**src/rtl/wcps_div.sv**
```systemverilog
`default_nettype none

// Restoring divider, one quotient bit per stage. The caller guarantees
// num < den * 2**QW and den != 0.
module wcps_div #(
    parameter int NW = 28,
    parameter int DW = 24,
    parameter int QW = 28,
    parameter int SW = 1
) (
    input  wire logic          clk,
    input  wire logic          rst_n,
    input  wire logic          en,
    input  wire logic          in_valid,
    input  wire logic [NW-1:0] num,
    input  wire logic [DW-1:0] den,
    input  wire logic [SW-1:0] sb_in,
    output logic               out_valid,
    output logic      [QW-1:0] quo,
    output logic      [SW-1:0] sb_out
);

    logic          v_reg  [QW];
    logic [DW-1:0] r_reg  [QW];
    logic [QW-1:0] lo_reg [QW];
    logic [QW-1:0] q_reg  [QW];
    logic [DW-1:0] d_reg  [QW];
    logic [SW-1:0] sb_reg [QW];

    for (genvar k = 0; k < QW; k++)
    begin : g_stage
        logic          v_p;
        logic [DW-1:0] r_p;
        logic [QW-1:0] lo_p;
        logic [QW-1:0] q_p;
        logic [DW-1:0] d_p;
        logic [SW-1:0] sb_p;
        logic [DW:0]   trial;
        logic          ge;
        logic [DW-1:0] r_next;
        logic [QW-1:0] q_next;

        if (k == 0)
        begin : g_first
            assign v_p  = in_valid;
            assign r_p  = DW'(num >> QW);
            assign lo_p = num[QW-1:0];
            assign q_p  = '0;
            assign d_p  = den;
            assign sb_p = sb_in;
        end
        else
        begin : g_next
            assign v_p  = v_reg[k-1];
            assign r_p  = r_reg[k-1];
            assign lo_p = lo_reg[k-1];
            assign q_p  = q_reg[k-1];
            assign d_p  = d_reg[k-1];
            assign sb_p = sb_reg[k-1];
        end

        assign trial  = {r_p, lo_p[QW-1]};
        assign ge     = trial >= {1'b0, d_p};
        assign r_next = ge ? DW'(trial - {1'b0, d_p}) : DW'(trial);
        assign q_next = (q_p << 1) | QW'(ge);

        always_ff @(posedge clk or negedge rst_n)
        begin
            if (!rst_n)
            begin
                v_reg[k] <= 1'b0;
            end
            else if (en)
            begin
                v_reg[k] <= v_p;
            end
        end

        always_ff @(posedge clk)
        begin
            if (en)
            begin
                r_reg[k]  <= r_next;
                lo_reg[k] <= lo_p << 1;
                q_reg[k]  <= q_next;
                d_reg[k]  <= d_p;
                sb_reg[k] <= sb_p;
            end
        end
    end

    assign out_valid = v_reg[QW-1];
    assign quo       = q_reg[QW-1];
    assign sb_out    = sb_reg[QW-1];

endmodule

`default_nettype wire
```
**config.mk**
```make
export PLATFORM = sky130hd
export DESIGN_NAME = wcps_div
export DESIGN_NICKNAME = d
export VERILOG_FILES = /design/src/rtl/wcps_div.sv
export SDC_FILE = /design/constraint.sdc
export NUM_CORES = 2
export LEC_CHECK = 0
export BUFFER_PORTS_ARGS = -buffer_cell sky130_fd_sc_hd__buf_2
export CORE_MARGIN = 2
export CORE_UTILIZATION = 64
export DETAILED_ROUTE_END_ITERATION = 8
export PLACE_DENSITY_LB_ADDON = 0.12
export SLEW_MARGIN = 20
export SYNTH_ARGS = -nofsm -noshare
export SYNTH_HDL_FRONTEND = slang
export SYNTH_SLANG_ARGS = --single-unit
export TNS_END_PERCENT = 30
```
**constraint.sdc**
```tcl
create_clock -name clk -period 4.1 [get_ports clk]
set_input_delay 0 -clock clk [delete_from_list [all_inputs] [get_ports clk]]
set_output_delay 0 -clock clk [all_outputs]
set_load 0.01 [all_outputs]
```
-- Word level (Yosys, flattened, before mapping)
Memories as Yosys holds them, arrays and structs flattened.
Cells that the tools add are included.
- memories kept: 5
- bits in registers: 28
- bits in writable memories: 2912
- memories (name ; depth ; bits a word ; read ports ; clocked after memory_dff ; write ports ; line ; source):
    q_reg ; 28 ; 28 ; 28 ; 0 ; 28 ; 26 ; logic [QW-1:0] q_reg [QW];
    lo_reg ; 28 ; 27 ; 27 ; 0 ; 28 ; 25 ; logic [QW-1:0] lo_reg [QW];
    d_reg ; 28 ; 24 ; 27 ; 0 ; 28 ; 27 ; logic [DW-1:0] d_reg [QW];
    r_reg ; 28 ; 24 ; 27 ; 0 ; 28 ; 24 ; logic [DW-1:0] r_reg [QW];
    sb_reg ; 28 ; 1 ; 28 ; 0 ; 28 ; 28 ; logic [SW-1:0] sb_reg [QW];
- add/sub/neg operators: 28
- bitwise gates (word level): 27
- order comparisons: 28
- multiplexer cells: 30
- operators with widths (operator ; number):
    $or 28x1->28 ; 27
    $ge 25x24->1 ; 27
    $mux 24 ; 28
    $sub 24x24->24 ; 27
    $ge 1x24->1 ; 1
    $sub 1x24->24 ; 1
    $mux 1 ; 2

-- Depth between registers and ports, before layout
An unclocked memory read counts as a cell.
- word-level depth: 3
- depth in mapped cells: 15
- depth with buffers taken out: 13

-- Least setup slack after synthesis
OpenSTA, ideal clock, no wires.
- path kind: reg2reg
- start: mem d_reg[12][1]
- end: mem r_reg[13][10], data pin
- data arrival time: 3.476 ns
- stages on the path, launching flop included: 14
- period minus slack after synthesis: 3.737 ns
- path slack: 0.363 ns
- required time: 3.840 ns
- library setup time: 0.260 ns
- path buffers: 1
- cell sequence: edfxtp_1 > inv_1 > ha_1 > nor2b_4 > o21ai_2 > a21boi_2 > or4_4 > nand3_2 > nand2_2 > or4_1 > a311o_1 > a311oi_4 > buf_6 > mux2_4
- RTL lines (item ; line):
    start: declaration ; 27
    end: declaration ; 24

==> flow_summary.toml <==
[placement]
dp_hpwl_um = 159000
place.port_buffers = 86
place_congestion = 0.925
dp_slack_ns = 0.153

[cts]
clk_pin_slew_worst_paths_ns = 0.06
root_buffer = "clkbuf_16"
htreeDepth = 4
cts_tree = "done"
clockBufferDepth = 3
cts-buffers-inserted = 210
cts_sinks = 2136
insertion_delay_ns = 0.87

[synthesis]
ys_ff_latch = 2136
synth_edf_count = 2108
syn_avg_cell_area_um2 = 12.9
async_flop_share = 0.0131
synthDistinctLibCells = 83
synthFlopType = "edfxtp_1"
synth_area_mm2 = 0.104
ys_seq_area_frac = 0.613
syn_nets = 8822
synth-warning-count = 0
synth_cells = 8089

[pwr]
cellLeakagePower_nw = 46.5
finalPower_mw = 90.3
power.density_mw_per_mm2 = 775
irDropWorstVdd_uv = 719

[setup_path]
rrSetupSlack_ns = 0.09
crit_fanout = 18
start_kind = "flop"
worstReg2RegStart = "d_reg[12][1]"
arrival_ns = 4.57
crit_type = "reg2reg"
cp.required_ns = 4.66
endpoint_kind = "flop"
rr_worst_depth = 13
timing.rr.end = "r_reg[13][23]"

[timing]
hold_ws_ns = 0.0894
period_share = 0.978
final.setup.tns_ns = 0
max-slew-margin-rel = 0.349
hold_viol = 0
rsz0062_at_grt = "yes"
slew_viol_final = 0
setup_ws_ns = 0.0911
worst_pin_slew_ns = 0.975
fmax_mhz = 249
clock_skew_ns = 0.0558
finalCriticalPeriod_ns = 4.01
setup_viol = 0

[route]
drt_iter0_drc = 5584
final_antenna_net_count = 0
postRouteWirelength_um = 227000
drc = 0
drt-vias-per-instance = 5.95
dr_total_vias = 64200
wl_per_cell_um = 21.0
firstDrtPassIters = 8

[grt]
overflow = 0
grt_max_degree = 132
antenna_found_initial = 3
grt_pass1_vias = 63200
grt_usage = 0.271
grt_pass1_wl_um = 353000

[die]
core_area_mm2 = 0.162
die_y_um = 408
start_util = 0.643
io_pins = 87
rows = 148
die_w_um = 408
dieArea_mm2 = 0.166

[run]
cap_violations = 0

[worst_hold_path]
hold_path.class = "in2reg"
whs_path_depth = 2
hp-start = "den[1]"
min_to = "d_reg[0][1]"

[final_layout]
drive_above_1_share = 0.115
final_common_cell = "edfxtp_1"
fin_util = 0.717
area_growth_pct = 11.5
fin_nets = 9173
n_fill_cell = 10800
layout_common_cells = "edfxtp_1, inv_1, ha_1"

[run_status]
outcome = "finished, final reports clean"
==> critical path: stages (launching register included) <==
cell	delay, ns
edfxtp_1	0.47
inv_2	0.10
ha_1	0.24
nor2b_4	0.15
o21ai_4	0.17
a21boi_2	0.10
or4_4	0.51
nand3_2	0.11
nand2_2	0.07
or4_1	0.53
a311o_1	0.36
a311oi_4	0.34
buf_12	0.22
mux2_2	0.35
==> routing by layer <==
| layer | vias up | routed length, µm | global-route usage |
|---|---|---|---|
| met3 | 383 | 12500 | 0.0357 |
| met4 | 2 | 6570 | 0.0829 |
| met1 | 31300 | 97500 | 0.372 |
| met2 | 1974 | 110000 | 0.454 |
| met5 | - | 13 | 0 |
| li1 | 30600 | - | - |
==> stage by stage <==
stage | area [µm²] | cells
after floorplan | 104000 | 8089
after global placement | 108000 | 10300
after detailed placement | 108000 | 10300
after CTS | 116000 | 10800
after global routing | 116000 | 10800
final | 116000 | 10800
==> area by class of cell <==
cell class | instances | area, µm² | area share
repair buffers | 315 | 2890 | 0.0248
clock buffers | 236 | 5350 | 0.0460
clock inverters | 156 | 1660 | 0.0142
inverters | 811 | 3040 | 0.0261
flip-flops and latches | 2136 | 64000 | 0.550
diodes | 2 | 5.00 | 0.0000430
well taps | 2175 | 2720 | 0.0234
multi-input cells | 4966 | 36800 | 0.316
==> logic make-up (layout without fill, tap and decap cells) <==
family	Yosys count	after routing	share of synthesized area
DFF	2136	2136	0.613
muxes	424	424	0.0459
adders and majority gates	676	676	0.0828
and+or+nand+nor	1529	1529	0.0705
other	0	2	0
buffers and inverters	987	1518	0.0360
xor gates and xnor gates	500	500	0.0419
AOI/OAI and AO/OA	1837	1837	0.110
==> report_power, final <==
part           internal, mW  leakage [nW]  total, mW  switching [mW]
clock network          10.9          3.38       19.4            8.49
registers              30.9          20.9       34.2            3.33
logic                  17.0          22.2       36.7            19.7
==> timing repair <==
action,4_1_cts,5_1_grt
setup buffers,0,0
hold buffers,110,0
hold endpoints to repair,334,0
setup endpoints to repair,0,84
resized for setup,0,9
==> cells in the mapped netlist, types with 23 or more instances <==
| master | count | share of area |
|---|---|---|
| dfrtp_1 | 28 | 0.0067 |
| or3_1 | 30 | 0.0018 |
| o21bai_1 | 54 | 0.0039 |
| mux2i_1 | 34 | 0.0033 |
| o211ai_1 | 30 | 0.0022 |
| and3_1 | 45 | 0.0027 |
| o31a_1 | 38 | 0.0032 |
| nand3_1 | 135 | 0.0065 |
| o21ai_0 | 373 | 0.018 |
| a211oi_1 | 39 | 0.0028 |
| mux2_2 | 373 | 0.040 |
| inv_1 | 811 | 0.029 |
| nor2_1 | 475 | 0.017 |
| nor2b_1 | 103 | 0.0062 |
| a31oi_1 | 64 | 0.0038 |
| a21boi_0 | 24 | 0.0017 |
| xor2_1 | 188 | 0.016 |
| clkbuf_1 | 145 | 0.0052 |
| o21a_1 | 102 | 0.0073 |
| a21oi_1 | 633 | 0.030 |
| edfxtp_1 | 2108 | 0.61 |
| nor3_1 | 85 | 0.0041 |
| or2_2 | 23 | 0.0014 |
| nor4_1 | 34 | 0.0020 |
| ha_1 | 650 | 0.078 |
| o31ai_1 | 27 | 0.0019 |
| xnor2_1 | 312 | 0.026 |
| nand2_1 | 345 | 0.012 |
| nand2b_1 | 84 | 0.0050 |
| fa_1 | 26 | 0.0050 |
| nand4_1 | 91 | 0.0055 |
| a21o_1 | 286 | 0.021 |
==> worst max path at each step <==
stage            startpoint       endpoint  slack [ns]  cells past startpoint
5_1_grt        d_reg[12][1]  r_reg[13][23]       -0.01                     13
2_1_floorplan  d_reg[12][1]  r_reg[13][10]        0.36                     13
3_5_place_dp   d_reg[13][1]   r_reg[14][5]        0.15                     13
4_1_cts        d_reg[12][1]  r_reg[13][23]        0.06                     13
3_3_place_gp   r_reg[10][5]   r_reg[11][3]        0.23                     12
6_report       d_reg[12][1]  r_reg[13][23]        0.09                     13
Note: power is estimated with default switching activity, not from simulation.
